$ cat src/rtl/trace_pulse_analyzer_unit_macros.svh
// Assertion macros shared by the trace pulse analyzer RTL.
`ifndef TRACE_PULSE_ANALYZER_UNIT_MACROS_SVH
`define TRACE_PULSE_ANALYZER_UNIT_MACROS_SVH

`ifndef ASSERT_OFF
// Check a property on every clock edge outside reset.
`define TPA_ASSERT(lbl, prop) \
  lbl: assert property (@(posedge clk_i) disable iff (!rst_ni) (prop)) \
    else $error("%m: assertion failed");
// Check a property on every clock edge, reset included.
`define TPA_ASSERT_ALWAYS(lbl, prop) \
  lbl: assert property (@(posedge clk_i) (prop)) \
    else $error("%m: assertion failed");
`else
`define TPA_ASSERT(lbl, prop)
`define TPA_ASSERT_ALWAYS(lbl, prop)
`endif

`endif

$ cat src/rtl/tpa_pkg.sv
// Package with widths, constants and types of the trace pulse analyzer.
package tpa_pkg;

  localparam int SAMPLE_W    = 14;
  localparam int DEPTH_W     = 14;
  localparam int GAP_W       = 10;
  localparam int AMP_W       = 18;
  localparam int IDX_W       = 10;

  localparam int PREGATE     = 25;
  localparam int LAG         = 6;
  localparam int MAX_SAMPLES = 1024;
  localparam int WIN_LEN     = 2 * LAG;

  localparam int CNT_W  = $clog2(MAX_SAMPLES + 1);
  localparam int POS_W  = $clog2(MAX_SAMPLES);
  localparam int SUM_W  = $clog2(PREGATE * ((1 << SAMPLE_W) - 1) + 1);
  localparam int FRAC_W = 4;
  localparam int NUM_W  = SUM_W + FRAC_W;
  localparam int MIN16_W = SAMPLE_W + FRAC_W;

  // Reciprocal of PREGATE, scaled by 2^RECIP_SHIFT; quotient estimate is q or q-1
  localparam int RECIP_SHIFT = NUM_W;
  localparam int RECIP_W     = RECIP_SHIFT - $clog2(PREGATE) + 1;
  localparam int PROD_W      = NUM_W + RECIP_W;
  localparam int Q_W         = PROD_W - RECIP_SHIFT;
  localparam logic [RECIP_W-1:0] RECIP =
      RECIP_W'((64'd1 << RECIP_SHIFT) / PREGATE);

  localparam logic [DEPTH_W-1:0] VALLEY_DEPTH_RST = DEPTH_W'(50);
  localparam logic [GAP_W-1:0]   PULSE_GAP_RST    = GAP_W'(30);

  localparam int CFG_IDX_W  = 1;
  localparam int CFG_DATA_W = (DEPTH_W > GAP_W) ? DEPTH_W : GAP_W;

  typedef enum logic [CFG_IDX_W-1:0] {
    CFG_VALLEY_DEPTH = 1'b0,
    CFG_PULSE_GAP    = 1'b1
  } cfg_idx_e;

  typedef struct packed {
    logic [DEPTH_W-1:0] valley_depth;
    logic [GAP_W-1:0]   pulse_gap;
  } cfg_t;

  // Final per-trace state handed to the result pipeline
  typedef struct packed {
    logic [SUM_W-1:0]    base_sum;
    logic [SAMPLE_W-1:0] min_value;
    logic [POS_W-1:0]    min_pos;
    logic                pileup;
  } fin_t;

endpackage

$ cat src/rtl/tpa_trace_acc.sv
// Per-sample trace state: baseline sum, first minimum, valley scan and pileup.
`include "trace_pulse_analyzer_unit_macros.svh"

module tpa_trace_acc (
  input  logic                     clk_i,
  input  logic                     rst_ni,
  input  tpa_pkg::cfg_t            cfg_i,
  input  logic                     in_valid_i,
  output logic                     in_ready_o,
  input  logic [tpa_pkg::SAMPLE_W-1:0] in_sample_i,
  input  logic                     in_last_i,
  output logic                     fin_valid_o,
  input  logic                     fin_ready_i,
  output tpa_pkg::fin_t            fin_o
);
  import tpa_pkg::*;

  localparam int CMP_W = (POS_W > GAP_W) ? POS_W : GAP_W;

  logic                in_vld_q;
  logic [SAMPLE_W-1:0] in_sample_q;
  logic                in_last_q;

  logic [SAMPLE_W-1:0] win_q [WIN_LEN];
  logic [CNT_W-1:0]    cnt_q, cnt_d;
  logic [SUM_W-1:0]    sum_q, sum_upd;
  logic [SAMPLE_W-1:0] min_q, min_upd;
  logic [POS_W-1:0]    pos_q, pos_upd;
  logic [POS_W-1:0]    lv_q, lv_upd;
  logic                vseen_q, vseen_upd;
  logic                pile_q, pile_upd;

  logic                fire, take, scan, valley;
  logic [SAMPLE_W:0]   thresh;
  logic [POS_W-1:0]    centre, gap_diff;

  assign fire       = in_vld_q && (!in_last_q || fin_ready_i);
  assign in_ready_o = !in_vld_q || fire;
  assign take       = fire && (cnt_q < CNT_W'(MAX_SAMPLES));
  assign scan       = cnt_q >= CNT_W'(WIN_LEN);

  // Both lag neighbors must exceed the centre by more than the depth
  assign thresh   = {1'b0, win_q[LAG-1]} + (SAMPLE_W+1)'(cfg_i.valley_depth);
  assign valley   = scan &&
                    ({1'b0, win_q[WIN_LEN-1]} > thresh) &&
                    ({1'b0, in_sample_q} > thresh);
  assign centre   = POS_W'(cnt_q - CNT_W'(LAG));
  assign gap_diff = centre - lv_q;

  always_comb begin
    sum_upd   = sum_q;
    min_upd   = min_q;
    pos_upd   = pos_q;
    lv_upd    = lv_q;
    vseen_upd = vseen_q;
    pile_upd  = pile_q;
    if (take) begin
      if (cnt_q < CNT_W'(PREGATE)) begin
        sum_upd = sum_q + SUM_W'(in_sample_q);
      end
      if (cnt_q == '0 || in_sample_q < min_q) begin
        min_upd = in_sample_q;
        pos_upd = POS_W'(cnt_q);
      end
      if (valley) begin
        if (vseen_q && (CMP_W'(gap_diff) > CMP_W'(cfg_i.pulse_gap))) begin
          pile_upd = 1'b1;
        end
        lv_upd    = centre;
        vseen_upd = 1'b1;
      end
    end
  end

  always_comb begin
    cnt_d = cnt_q;
    if (fire) begin
      if (in_last_q) begin
        cnt_d = '0;
      end else if (take) begin
        cnt_d = cnt_q + CNT_W'(1);
      end
    end
  end

  assign fin_valid_o    = in_vld_q && in_last_q;
  assign fin_o.base_sum = sum_upd;
  assign fin_o.min_value = min_upd;
  assign fin_o.min_pos  = pos_upd;
  assign fin_o.pileup   = pile_upd;

  always_ff @(posedge clk_i or negedge rst_ni) begin
    if (!rst_ni) begin
      in_vld_q <= 1'b0;
    end else if (in_ready_o) begin
      in_vld_q <= in_valid_i;
    end
  end

  always_ff @(posedge clk_i) begin
    if (in_ready_o && in_valid_i) begin
      in_sample_q <= in_sample_i;
      in_last_q   <= in_last_i;
    end
  end

  // Window holds data only; scan waits until it is full within the trace
  always_ff @(posedge clk_i) begin
    if (take) begin
      win_q[0] <= in_sample_q;
      for (int i = 1; i < WIN_LEN; i++) begin
        win_q[i] <= win_q[i-1];
      end
    end
  end

  always_ff @(posedge clk_i or negedge rst_ni) begin
    if (!rst_ni) begin
      cnt_q   <= '0;
      sum_q   <= '0;
      min_q   <= '1;
      pos_q   <= '0;
      lv_q    <= '0;
      vseen_q <= 1'b0;
      pile_q  <= 1'b0;
    end else begin
      cnt_q <= cnt_d;
      if (fire && in_last_q) begin
        sum_q   <= '0;
        min_q   <= '1;
        pos_q   <= '0;
        lv_q    <= '0;
        vseen_q <= 1'b0;
        pile_q  <= 1'b0;
      end else begin
        sum_q   <= sum_upd;
        min_q   <= min_upd;
        pos_q   <= pos_upd;
        lv_q    <= lv_upd;
        vseen_q <= vseen_upd;
        pile_q  <= pile_upd;
      end
    end
  end

  `TPA_ASSERT(cnt_clear_after_last_a, fire && in_last_q |=> cnt_q == '0)
  `TPA_ASSERT(min_pos_in_trace_a, cnt_q != '0 |-> CNT_W'(pos_q) < cnt_q)

endmodule

$ cat src/rtl/tpa_result.sv
// Result pipeline: baseline mean by reciprocal multiply, amplitude, output register.
`include "trace_pulse_analyzer_unit_macros.svh"

module tpa_result (
  input  logic                     clk_i,
  input  logic                     rst_ni,
  input  logic                     fin_valid_i,
  output logic                     fin_ready_o,
  input  tpa_pkg::fin_t            fin_i,
  output logic                     out_valid_o,
  input  logic                     out_ready_i,
  output logic [tpa_pkg::AMP_W-1:0] out_amp_o,
  output logic [tpa_pkg::IDX_W-1:0] out_idx_o,
  output logic                     out_pileup_o
);
  import tpa_pkg::*;

  localparam int CMP_W = (Q_W + 1 > MIN16_W) ? Q_W + 1 : MIN16_W;

  logic                a_vld_q, b_vld_q, out_vld_q;
  logic                a_rdy, b_rdy, c_rdy;
  fin_t                a_q;

  logic [PROD_W-1:0]   prod;
  logic [NUM_W-1:0]    a_num;
  logic [NUM_W-1:0]    b_num_q;
  logic [Q_W-1:0]      b_qest_q;
  logic [MIN16_W-1:0]  b_min16_q;
  logic [POS_W-1:0]    b_pos_q;
  logic                b_pile_q;

  logic [Q_W:0]        q1;
  logic [NUM_W:0]      q1_mul;
  logic [CMP_W-1:0]    mean, min16;
  logic [CMP_W-1:0]    amp;

  logic [AMP_W-1:0]    amp_q;
  logic [IDX_W-1:0]    idx_q;
  logic                pile_q;

  assign c_rdy       = !out_vld_q || out_ready_i;
  assign b_rdy       = !b_vld_q || c_rdy;
  assign a_rdy       = !a_vld_q || b_rdy;
  assign fin_ready_o = a_rdy;

  // Stage B: estimate of floor(16 * sum / PREGATE), low by at most one
  assign a_num = {a_q.base_sum, {FRAC_W{1'b0}}};
  assign prod  = PROD_W'(a_num) * PROD_W'(RECIP);

  // Stage C: correct the estimate, subtract the minimum, clamp at zero
  assign q1     = {1'b0, b_qest_q} + (Q_W+1)'(1);
  assign q1_mul = (NUM_W+1)'(q1) * (NUM_W+1)'(PREGATE);
  assign mean   = (q1_mul <= {1'b0, b_num_q}) ? CMP_W'(q1) : CMP_W'(b_qest_q);
  assign min16  = CMP_W'(b_min16_q);
  assign amp    = (mean > min16) ? (mean - min16) : '0;

  always_ff @(posedge clk_i or negedge rst_ni) begin
    if (!rst_ni) begin
      a_vld_q   <= 1'b0;
      b_vld_q   <= 1'b0;
      out_vld_q <= 1'b0;
    end else begin
      if (a_rdy) begin
        a_vld_q <= fin_valid_i;
      end
      if (b_rdy) begin
        b_vld_q <= a_vld_q;
      end
      if (c_rdy) begin
        out_vld_q <= b_vld_q;
      end
    end
  end

  always_ff @(posedge clk_i) begin
    if (a_rdy && fin_valid_i) begin
      a_q <= fin_i;
    end
    if (b_rdy && a_vld_q) begin
      b_num_q   <= a_num;
      b_qest_q  <= prod[PROD_W-1:RECIP_SHIFT];
      b_min16_q <= {a_q.min_value, {FRAC_W{1'b0}}};
      b_pos_q   <= a_q.min_pos;
      b_pile_q  <= a_q.pileup;
    end
    if (c_rdy && b_vld_q) begin
      amp_q  <= AMP_W'(amp);
      idx_q  <= IDX_W'(b_pos_q);
      pile_q <= b_pile_q;
    end
  end

  assign out_valid_o  = out_vld_q;
  assign out_amp_o    = amp_q;
  assign out_idx_o    = idx_q;
  assign out_pileup_o = pile_q;

  `TPA_ASSERT(out_load_a, b_vld_q && c_rdy |=> out_vld_q)
  `TPA_ASSERT(out_drain_a, out_vld_q && out_ready_i && !b_vld_q |=> !out_vld_q)

endmodule

$ cat src/rtl/trace_pulse_analyzer_unit.sv
// Top level of the trace pulse analyzer: config registers, trace state, result pipeline.
//
// Usage: stream one detector trace into the slave channel, one 14-bit sample
// per item in s_axis_tdata_i, with s_axis_tlast_i high on the final sample.
// For every trace the master channel returns one item: the amplitude
// (baseline mean over the first pregate samples minus the first minimum,
// 4 fraction bits) and the index of that minimum in m_axis_tdata_o, and the
// pileup flag in m_axis_tuser_o. Samples that carry no tlast return nothing.
// Throughput: one sample per clock, traces back to back with no gap, while
// the result pipeline can take each last sample. Path: a last sample passes
// the input register, then handoff register, reciprocal multiply for the
// mean, correction and subtract into the output register (m_axis_tvalid_o).
// Stall: while the receiver holds m_axis_tready_i low the result waits in the
// output register; samples keep flowing, two later results wait in the
// pipeline, and a third last sample held in the input register drops
// s_axis_tready_o until the pipeline advances again.
// Config: write valley_depth (index 0) and pulse_gap (index 1) through
// cfg_we_i while the block is idle; writes take effect at once.
// Reset: rst_ni clears all valid flags and the per-trace state, and loads
// valley_depth = 50 and pulse_gap = 30.
`include "trace_pulse_analyzer_unit_macros.svh"

module trace_pulse_analyzer_unit (
  input  logic                          clk_i,
  input  logic                          rst_ni,
  // Config write port
  input  logic                          cfg_we_i,
  input  logic [tpa_pkg::CFG_IDX_W-1:0]  cfg_idx_i,
  input  logic [tpa_pkg::CFG_DATA_W-1:0] cfg_wdata_i,
  // Sample stream
  input  logic                          s_axis_tvalid_i,
  output logic                          s_axis_tready_o,
  input  logic [15:0]                   s_axis_tdata_i,  // [13:0] sample, [15:14] zero
  input  logic                          s_axis_tlast_i,  // last_sample
  // Result stream
  output logic                          m_axis_tvalid_o,
  input  logic                          m_axis_tready_i,
  output logic [31:0]                   m_axis_tdata_o,  // [17:0] amplitude,
                                                         // [27:18] peak_index, [31:28] zero
  output logic                          m_axis_tuser_o   // pileup
);
  import tpa_pkg::*;

  cfg_t                cfg_q;
  logic                fin_valid, fin_ready;
  fin_t                fin;
  logic [AMP_W-1:0]    out_amp;
  logic [IDX_W-1:0]    out_idx;

  // Config registers: write index selects the register, no read-back
  always_ff @(posedge clk_i or negedge rst_ni) begin
    if (!rst_ni) begin
      cfg_q.valley_depth <= VALLEY_DEPTH_RST;
      cfg_q.pulse_gap    <= PULSE_GAP_RST;
    end else if (cfg_we_i) begin
      case (cfg_idx_e'(cfg_idx_i))
        CFG_VALLEY_DEPTH: cfg_q.valley_depth <= DEPTH_W'(cfg_wdata_i);
        CFG_PULSE_GAP:    cfg_q.pulse_gap    <= GAP_W'(cfg_wdata_i);
        default: begin
        end
      endcase
    end
  end

  // Per-sample state; hands the final trace state over on tlast
  tpa_trace_acc u_acc (
    .clk_i       (clk_i),
    .rst_ni      (rst_ni),
    .cfg_i       (cfg_q),
    .in_valid_i  (s_axis_tvalid_i),
    .in_ready_o  (s_axis_tready_o),
    .in_sample_i (s_axis_tdata_i[SAMPLE_W-1:0]),
    .in_last_i   (s_axis_tlast_i),
    .fin_valid_o (fin_valid),
    .fin_ready_i (fin_ready),
    .fin_o       (fin)
  );

  // Mean, amplitude and the output register
  tpa_result u_res (
    .clk_i        (clk_i),
    .rst_ni       (rst_ni),
    .fin_valid_i  (fin_valid),
    .fin_ready_o  (fin_ready),
    .fin_i        (fin),
    .out_valid_o  (m_axis_tvalid_o),
    .out_ready_i  (m_axis_tready_i),
    .out_amp_o    (out_amp),
    .out_idx_o    (out_idx),
    .out_pileup_o (m_axis_tuser_o)
  );

  assign m_axis_tdata_o = {{(32 - AMP_W - IDX_W){1'b0}}, out_idx, out_amp};

  // The final trace state can only be handed over after a tlast sample came in
  `TPA_ASSERT(fin_needs_last_a, fin_valid && fin_ready |-> $past(s_axis_tlast_i) ||
              !$past(s_axis_tready_o))
  `TPA_ASSERT_ALWAYS(cfg_reset_a, !rst_ni |=> cfg_q.valley_depth == VALLEY_DEPTH_RST ||
                     rst_ni)

endmodule

$ cat config.mk
export PLATFORM = sky130hd
export DESIGN_NAME = trace_pulse_analyzer_unit
export DESIGN_NICKNAME = d
export VERILOG_FILES = /design/src/rtl/tpa_pkg.sv /design/src/rtl/tpa_trace_acc.sv /design/src/rtl/tpa_result.sv /design/src/rtl/trace_pulse_analyzer_unit.sv
export VERILOG_INCLUDE_DIRS = /design/src /design/src/rtl
export SDC_FILE = /design/constraint.sdc
export NUM_CORES = 1
export LEC_CHECK = 0
export BUFFER_PORTS_ARGS = -buffer_cell sky130_fd_sc_hd__buf_2
export CORE_ASPECT_RATIO = 1.1
export CORE_UTILIZATION = 55
export CTS_CLUSTER_DIAMETER = 200
export DETAILED_ROUTE_END_ITERATION = 6
export PLACE_DENSITY = 0.8
export SLEW_MARGIN = 20
export SYNTH_ARGS = -nofsm -noshare
export SYNTH_HDL_FRONTEND = slang
export SYNTH_HIERARCHICAL = 1
export SYNTH_SLANG_ARGS = --single-unit
$ cat constraint.sdc
create_clock -name clk_i -period 11.4 [get_ports clk_i]
set_input_delay 1.71 -clock clk_i [delete_from_list [all_inputs] [get_ports clk_i]]
set_output_delay 1.71 -clock clk_i [all_outputs]
set_load 0.05 [all_outputs]
==> impl_metrics.json, run 1 <==
{
  "setup_viol": 0,
  "ctsResizeCount": 0,
  "period_share_pct": 87.6,
  "drc": 0,
  "cp_top_family": "simple AND/OR/NAND/NOR gates",
  "synthCells": 2108,
  "status": "finished clean",
  "critPathKind": "flop to flop",
  "num_vias": 15900,
  "synthAdderAreaFrac_pct": 27.3,
  "clk_pin_slew_worst_paths_ns": 0.06,
  "rows": 83,
  "pin_count": 72,
  "port_buffers": 65,
  "diodes": 0,
  "synth_async_sr_flop_share_pct": 22.8,
  "cap_violations": 0,
  "fin_skew_ns": 0.0474,
  "synthSimpleGateAreaFrac_pct": 8.58,
  "crit_path_max_fanout": 18,
  "crit_arrival_ns": 10.40,
  "vias_per_cell": 5.56,
  "syn_area_per_cell_um2": 12.5,
  "synth_top_family_by_area": "adder cells",
  "gp_congestion": 0.972,
  "dr.pass1.iters": 5,
  "finalSetupTns_ns": 0,
  "cts_sinks": 413,
  "crit_required_ns": 11.81,
  "antenna_found_initial": 0,
  "netlist_area_um2": 26400,
  "yosys_most_used_dff": "edfxtp_1",
  "setup_ws_ns": 1.42,
  "cts-htree-levels": 2,
  "core_region_area_um2": 47000,
  "cts_tree": "built",
  "fin_nets": 2721,
  "synth.distinct_cells": 82,
  "dp_hpwl_mm": 40.0,
  "worst_setup_path_start_kind": "flop",
  "hold_class": "flop to flop",
  "ant_nets": 0,
  "die_y_um": 232,
  "first_global_vias": 16500,
  "gr-usage-all-layers_pct": 22.8,
  "cts-root-buf": "clkbuf_16",
  "area_growth_pct": 8.78,
  "path_buf_inv": 2,
  "synth_mux_area_share_pct": 2.64,
  "cts.path.max_buffers": 3,
  "grt_max_degree": 95,
  "max_slew_margin_pct": 31.5,
  "final_util_pct": 61.0,
  "clock_latency_ns": 0.60,
  "wl_per_cell_um": 18.7,
  "start_util_pct": 56.1,
  "synth-seq-cells": 413,
  "numCtsBuffers": 40,
  "max_freq_ghz": 0.100,
  "dr.first_iter.drc_count": 967,
  "cp-end-kind": "flop",
  "grt_pass1_wl_mm": 85.7,
  "critPathMaxStageDelay_ns": 0.65,
  "crit_top_cell": "ha_1",
  "rsz0062_at_grt": "no",
  "synth.yosys.seq_area_share_pct": 45.3,
  "cpMaxStageDelayCell": "o21ai_1",
  "ys_warn_count": 6,
  "fp.dieW_um": 211,
  "drive_gt1_share_pct": 11.1,
  "dieArea_um2": 48800,
  "dp_worst_setup_slack_ns": 1.49,
  "cts_hold_buf": 0,
  "overflow": 0,
  "synth_edf_count": 319,
  "hold_violations": 0,
  "fin_crit_ns": 9.98,
  "cts_setup_buffers": 0,
  "slew_viol_final": 0,
  "synthXorXnorAreaFrac_pct": 4.18,
  "tightest_slew_ns": 1.03,
  "wl_mm": 53.4,
  "synth_compound_area_share_pct": 6.99
}
## cells in the mapped netlist, drive strengths merged, types with 3 or more instances
master	number	area, um2
edfxtp	319	9580
o21bai	7	52.6
nor2	101	387
nor4	10	92.6
o31a	3	26.3
nand2b	35	219
nor3b	4	35.0
a21o	17	128
o2111a	3	33.8
a21oi	80	404
a2111oi	3	26.3
dfstp	21	552
nand2	91	359
o211ai	13	103
dfrtp	73	1830
nor4b	3	41.3
o31ai	10	90.1
nand4	21	138
xnor2	72	631
mux2	50	676
and3	19	119
o2111ai	4	52.6
and2	35	219
o211a	3	30.0
a31o	3	26.3
nand3	37	190
nor2b	20	125
o21ai	64	324
fa	142	2840
o21a	23	173
a31oi	9	56.3
a211o	3	26.3
a21boi	4	33.8
or2	5	31.3
xor2	54	473
clkbuf	9	35.0
ha	348	4350
inv	287	1080
a211oi	17	153
buf	23	194
nor3	37	210
or3	7	48.8
## cells in the final DEF, fill, tap and decap left out, types with 17 or more instances in the layout
cell type	netlist	routed
ha_1	348	348
edfxtp_1	319	319
inv_1	287	287
fa_1	142	142
nor2_1	100	99
nand2_1	88	88
a21oi_1	79	79
dfrtp_1	73	73
xnor2_1	72	72
buf_2	7	64
xor2_1	54	54
o21ai_0	49	49
clkbuf_16	0	40
nand3_1	36	36
nand2b_1	35	35
nor3_1	32	32
and2_1	34	31
mux2_4	30	30
o21a_1	23	23
dfstp_2	21	21
mux2_2	20	20
nand4_1	20	20
nor2b_1	20	19
and3_1	19	19
a21o_1	17	17
## cells by family after synthesis
group,count (synthesis)
muxes,52
xor gates and xnor gates,126
AOI/OAI and AO/OA,277
adders and majority gates,490
DFF,413
buffers and inverters,319
other,1
and+or+nand+nor,430
## routing by layer
| metal | GRT usage, % | vias up | wire length, um |
|---|---|---|---|
| li1 | - | 7545 | - |
| met1 | 27.7 | 7815 | 21600 |
| met2 | 40.2 | 427 | 27000 |
| met3 | 2.79 | 130 | 2310 |
| met4 | 10.8 | 0 | 2480 |
| met5 | 0 | - | 0 |
## worst reg2reg max path: cells and delay by family, from the launching register on
kind,cells,cell delay [ns]
simple gates,14,2.83
fa+ha+maj,8,2.74
compound gates,11,2.72
xor+xnor,3,0.86
flops,1,0.57
buf+inv,2,0.09
## state kept, by name (all words and copies together), names as in the netlist, 18 cells and up
| register | flops |
|---|---|
| u_acc/win_q | 168 |
| u_res/a_q | 25 |
| cfg_q | 24 |
| u_acc/sum_q | 19 |
| u_res/a_num | 19 |
| u_res/b_num_q | 19 |
| u_res/b_qest_q | 19 |
| u_res/out_amp_o | 18 |
## worst paths after layout
check | depth (start not counted) | slack [ns] | from | to
setup reg to reg | 38 | 1.42 | u_res/b_qest_q[0] | u_res/out_amp_o[13]
max in group asynchronous | 2 | 9.16 | rst_ni | u_acc/sum_q[8]
min in group asynchronous | 1 | 1.02 | rst_ni | cfg_q[22]
hold reg to reg | 0 | 0.38 | u_acc/win_q[0][38] | u_acc/win_q[0][52]
setup / recovery | 38 | 1.42 | u_res/b_qest_q[0] | u_res/out_amp_o[13]
hold / removal | 0 | 0.38 | u_acc/win_q[0][38] | u_acc/win_q[0][52]
## area by class of cell
type | count | area (um2)
inverters | 287 | 1080
clock buffers | 52 | 1050
repair buffers | 73 | 412
clock inverters | 20 | 256
fillers | 3575 | 18400
well taps | 637 | 797
flip-flops and latches | 413 | 12000
multi-input cells | 1379 | 13100
## metrics by stage
| stage | area [um2] | hold WS [ns] | std cells |
|---|---|---|---|
| after floorplan | 26400 | 0.400 | 2111 |
| after global placement | 27400 | 0.403 | 2788 |
| after detailed placement | 27400 | 0.405 | 2788 |
| after CTS | 28700 | 0.382 | 2860 |
| after global routing | 28700 | 0.398 | 2861 |
| final | 28700 | 0.378 | 2861 |
Power of run 1 is left out: the tool's default activity adds up to more than one toggle a clock period on the data nets, which glitch-free logic cannot reach.
==> run 2, diff against run 1 <==
--- a/config.mk
+++ b/config.mk
@@ -11,7 +11,7 @@
 export CORE_UTILIZATION = 55
 export CTS_CLUSTER_DIAMETER = 200
 export DETAILED_ROUTE_END_ITERATION = 6
-export PLACE_DENSITY = 0.8
+export PLACE_DENSITY_LB_ADDON = 0.05
 export SLEW_MARGIN = 20
 export SYNTH_ARGS = -nofsm -noshare
 export SYNTH_HDL_FRONTEND = slang
==> run 2 against run 1 <==
Worst hold slack better by 0.038 ns; critical path depth up 1; non-clock buffer count up 2; worst setup slack better by 0.32 ns; via count down 2.6%; highest routed layer unchanged.
==> impl_metrics.json, run 2 (synthesized netlist as in run 1, its figures left out) <==
{
  "status": "finished clean",
  "cp-end-kind": "flop",
  "ant_nets": 0,
  "start_util_pct": 56.1,
  "path_buf_inv": 4,
  "largest_reg_flops": 168,
  "critPathKind": "flop to flop",
  "crit_required_ns": 11.79,
  "worst_setup_path_start_kind": "flop",
  "gr-usage-all-layers_pct": 22.5,
  "grt_max_degree": 173,
  "hold_violations": 0,
  "port_buffers": 65,
  "grt_pass1_wl_mm": 84.3,
  "cp_top_family": "simple AND/OR/NAND/NOR gates",
  "max_freq_ghz": 0.103,
  "diodes": 0,
  "die_y_um": 232,
  "cts_hold_buf": 0,
  "critPathMaxStageDelay_ns": 0.57,
  "top_register": "u_acc/win_q",
  "final_common_cell": "ha_1",
  "pin_count": 72,
  "num_vias": 15500,
  "max_slew_margin_pct": 33.9,
  "wl_mm": 52.4,
  "fin_skew_ns": 0.0204,
  "fin_crit_ns": 9.67,
  "vias_per_cell": 5.40,
  "dieArea_um2": 48800,
  "drc": 0,
  "rsz0062_at_grt": "no",
  "dr.first_iter.drc_count": 717,
  "mostFrequentLayoutCells": "ha_1 (348), edfxtp_1 (319), inv_1 (287)",
  "tightest_slew_ns": 0.992,
  "area_growth_pct": 9.43,
  "first_global_vias": 16000,
  "antenna_found_initial": 0,
  "num-fill-cells": 3740,
  "dr.pass1.iters": 5,
  "crit_path_max_fanout": 18,
  "finalSetupTns_ns": 0,
  "cts_tree": "built",
  "cap_violations": 0,
  "setup_viol": 0,
  "final_util_pct": 61.3,
  "cts_setup_buffers": 0,
  "clk_pin_slew_worst_paths_ns": 0.06,
  "cts-htree-levels": 2,
  "crit_top_cell": "ha_1",
  "overflow": 0,
  "crit_arrival_ns": 10.06,
  "core_region_area_um2": 47000,
  "dp_hpwl_mm": 40.0,
  "cts.path.max_buffers": 3,
  "cpMaxStageDelayCell": "edfxtp_1",
  "slew_viol_final": 0,
  "fp.dieW_um": 211,
  "cts_sinks": 413,
  "numCtsBuffers": 43,
  "fin_nets": 2726,
  "hold_class": "flop to flop",
  "drive_gt1_share_pct": 11.5,
  "wl_per_cell_um": 18.3,
  "cts-root-buf": "clkbuf_16",
  "rows": 83,
  "timing.hold.ws_ns": 0.416,
  "reg_top3": "u_acc/win_q (168), u_res/a_q (25), cfg_q (24)",
  "ctsResizeCount": 0,
  "clock_latency_ns": 0.57,
  "gp_congestion": 0.865,
  "period_share_pct": 84.8
}
## run 2: cell types whose count changed in the layout (fill, tap and decap cells not counted), sizes merged
cell	previous run	this run
buf	73	75
clkinvlp	3	1
bufinv	3	5
inv	289	290
clkinv	12	14
clkbuf	52	56
## run 2: final cells by class
cell class                      count  area, um2  share of cell area [%]
Multi-Input combinational cell   1379      13100                    45.5
Sequential cell                   413      12000                    41.4
Clock buffer                       56       1180                    4.08
Inverter                          287       1080                    3.73
Tap cell                          637        797                    2.76
Timing Repair Buffer               75        415                    1.44
Clock inverter                     23        297                    1.03
## run 2: metrics by stage
stage	setup WS (ns)	cell area [um2]	std cells
CTS	1.69	28900	2870
floorplan	3.04	26400	2111
detailed placement	1.76	27400	2791
finish	1.73	28900	2870
global route	1.10	28900	2870
global placement	1.88	27400	2791
## run 2: final timing paths
kind,start,to,slack [ns],cells past startpoint
max reg2reg,u_res/b_qest_q[2],u_res/out_amp_o[13],1.73,39
min,u_acc/win_q[0][28],u_acc/win_q[0][42],0.42,0
min reg2reg,u_acc/win_q[0][28],u_acc/win_q[0][42],0.42,0
max,u_res/b_qest_q[2],u_res/out_amp_o[13],1.73,39
max in group asynchronous,rst_ni,u_acc/sum_q[1],9.12,2
min in group asynchronous,rst_ni,cfg_q[5],1.04,1
## run 2: layer usage
layer / part of all wire [%] / vias up / GRT usage (%)
li1: - / 7565 / -
met1: 42 / 7572 / 28.0
met2: 51 / 277 / 39.9
met3: 3.5 / 88 / 3.20
met4: 3.5 / 0 / 8.04
met5: 0 / - / 0
Power of run 2 is left out for the same reason.
==> run 3, diff against run 2 <==
==> constraint.sdc (replaced) <==
create_clock -name clk_i -period 8.2 [get_ports clk_i]
set_input_delay 1.23 -clock clk_i [delete_from_list [all_inputs] [get_ports clk_i]]
set_output_delay 1.23 -clock clk_i [all_outputs]
set_load 0.05 [all_outputs]
==> run 3 against run 2 <==
Register-to-register slack worse by 1.6 ns; utilization up 4.0 points; first-iteration DRC count down 8.2%; via count up 4.2%; highest routed layer unchanged; worst setup slack worse by 1.6 ns; routed wire length up 3.9%; maximum frequency up 20%; global-route usage up 0.65 points; non-clock buffer count up 155.
==> impl_metrics.json, run 3 (synthesized netlist as in run 1, its figures left out) <==
{
  "dieArea_um2": 48800,
  "drc": 0,
  "critPathMaxStageDelay_ns": 0.50,
  "setup_ws_ns": 0.147,
  "pin_count": 72,
  "slew_viol_final": 0,
  "cts.path.max_buffers": 3,
  "numCtsBuffers": 43,
  "wl_per_cell_um": 18.0,
  "cts_sinks": 413,
  "num_vias": 16100,
  "gp_congestion": 0.884,
  "final_area_um2": 30700,
  "crit_arrival_ns": 8.36,
  "dpl_cell_area_um2": 28400,
  "drive_gt1_share_pct": 21.6,
  "die_y_um": 232,
  "overflow": 0,
  "dr.first_iter.drc_count": 658,
  "grt_pass1_wl_mm": 87.3,
  "max_slew_margin_pct": 33.1,
  "fin_nets": 2882,
  "port_buffers": 65,
  "fin_skew_ns": 0.0157,
  "status": "finished clean",
  "grt_max_degree": 173,
  "final_common_cell": "ha_1",
  "cts_hold_buf": 0,
  "cts-root-buf": "clkbuf_16",
  "hold_class": "flop to flop",
  "gr-usage-all-layers_pct": 23.2,
  "period_share_pct": 98.2,
  "r2r_start": "u_res/b_qest_q[1]",
  "max_freq_ghz": 0.124,
  "path_buf_inv": 6,
  "rows": 83,
  "diodes": 0,
  "cts_tree": "built",
  "antenna_found_initial": 0,
  "rsz0062_at_grt": "yes",
  "endpoint": "u_res/out_amp_o[2]",
  "worst_setup_path_start_kind": "flop",
  "area_growth_pct": 16.6,
  "cp-end-kind": "flop",
  "dp_worst_setup_slack_ns": -0.380,
  "reg2reg_slack_ns": 0.15,
  "mostFrequentLayoutCells": "ha_1 (329), edfxtp_1 (319), inv_1 (280)",
  "fin_crit_ns": 8.05,
  "r2r-end": "u_res/out_amp_o[2]",
  "startpoint": "u_res/b_qest_q[1]",
  "tightest_slew_ns": 1.00,
  "critPathKind": "flop to flop",
  "worst-path-stages": 39,
  "top_register": "u_acc/win_q",
  "fp.dieW_um": 211,
  "setup_viol": 0,
  "hold_violations": 0,
  "wl_mm": 54.5,
  "finalSetupTns_ns": 0,
  "crit_top_cell": "ha_1",
  "cpMaxStageDelayCell": "fa_1",
  "cp_top_family": "compound AO/OA/AOI/OAI gates",
  "core_region_area_um2": 47000,
  "cap_violations": 0,
  "clk_pin_slew_worst_paths_ns": 0.07,
  "largest_reg_flops": 168,
  "r2r_cells": 39,
  "first_global_vias": 16700,
  "start_util_pct": 56.1,
  "dp_hpwl_mm": 40.5,
  "reg_top3": "u_acc/win_q (168), u_res/a_q (25), cfg_q (24)",
  "dr.pass1.iters": 5,
  "ant_nets": 0,
  "vias_per_cell": 5.33,
  "crit_path_max_fanout": 8,
  "cts-htree-levels": 2,
  "clock_latency_ns": 0.57,
  "crit_required_ns": 8.51
}
[run 3: changes by cell type in the layout (fill, tap and decap cells not counted), moves of 7 or more]
cell | previous run | this run
o21ai_0 | 49 | 40
buf_4 | 10 | 157
xnor2_1 | 72 | 61
nor2_1 | 99 | 84
ha_1 | 348 | 329
xor2_2 | 0 | 8
xor2_1 | 54 | 44
xnor2_2 | 0 | 8
nor3_1 | 32 | 25
nor2_2 | 0 | 8
ha_4 | 0 | 15
inv_1 | 287 | 280
nor2_4 | 2 | 9
[run 3: repair_timing]
item                                    in CTS  in global routing
endpoints found under the setup margin      18                 18
gates resized for setup                     43                106
buffers inserted                             9                 17
pin swaps                                   27                 70
gates cloned                                 1                  0
[run 3: worst min-delay path by stage]
stage                               to  slack (ns)                from  cells past startpoint
floorplan           u_acc/win_q[0][14]        0.40   u_acc/win_q[0][0]                      0
global placement    u_res/b_min16_q[5]        0.40       u_res/a_q[12]                      0
detailed placement  u_acc/win_q[0][34]        0.40  u_acc/win_q[0][20]                      0
CTS                 u_acc/win_q[2][41]        0.41  u_acc/win_q[2][27]                      0
global route        u_acc/win_q[0][47]        0.42  u_acc/win_q[0][33]                      0
finish              u_acc/win_q[2][41]        0.41  u_acc/win_q[2][27]                      0
[run 3: routing by layer]
layer	routed length, um	up-vias	global-route usage, %
met5	0	-	0
met4	1570	0	6.95
met3	1610	90	2.79
met2	28500	242	42.0
met1	22800	7932	28.8
li1	-	7882	-
[run 3: cell type report]
class,count,area [um2]
Fill cell,3601,16300
Multi-Input combinational cell,1380,13900
Sequential cell,413,12000
Timing Repair Buffer,230,1620
Clock buffer,50,1100
Inverter,287,1080
Tap cell,637,797
Clock inverter,30,284
[run 3: stage by stage]
stage                     cells  hold slack, ns  util (%)
after CTS                  3011           0.414      63.9
after global placement     2921           0.400      60.3
after global routing       3027           0.419      65.4
after floorplan            2111           0.400         -
final                      3027           0.411      65.4
after detailed placement   2921           0.405      60.3
Power of run 3 is left out for the same reason.
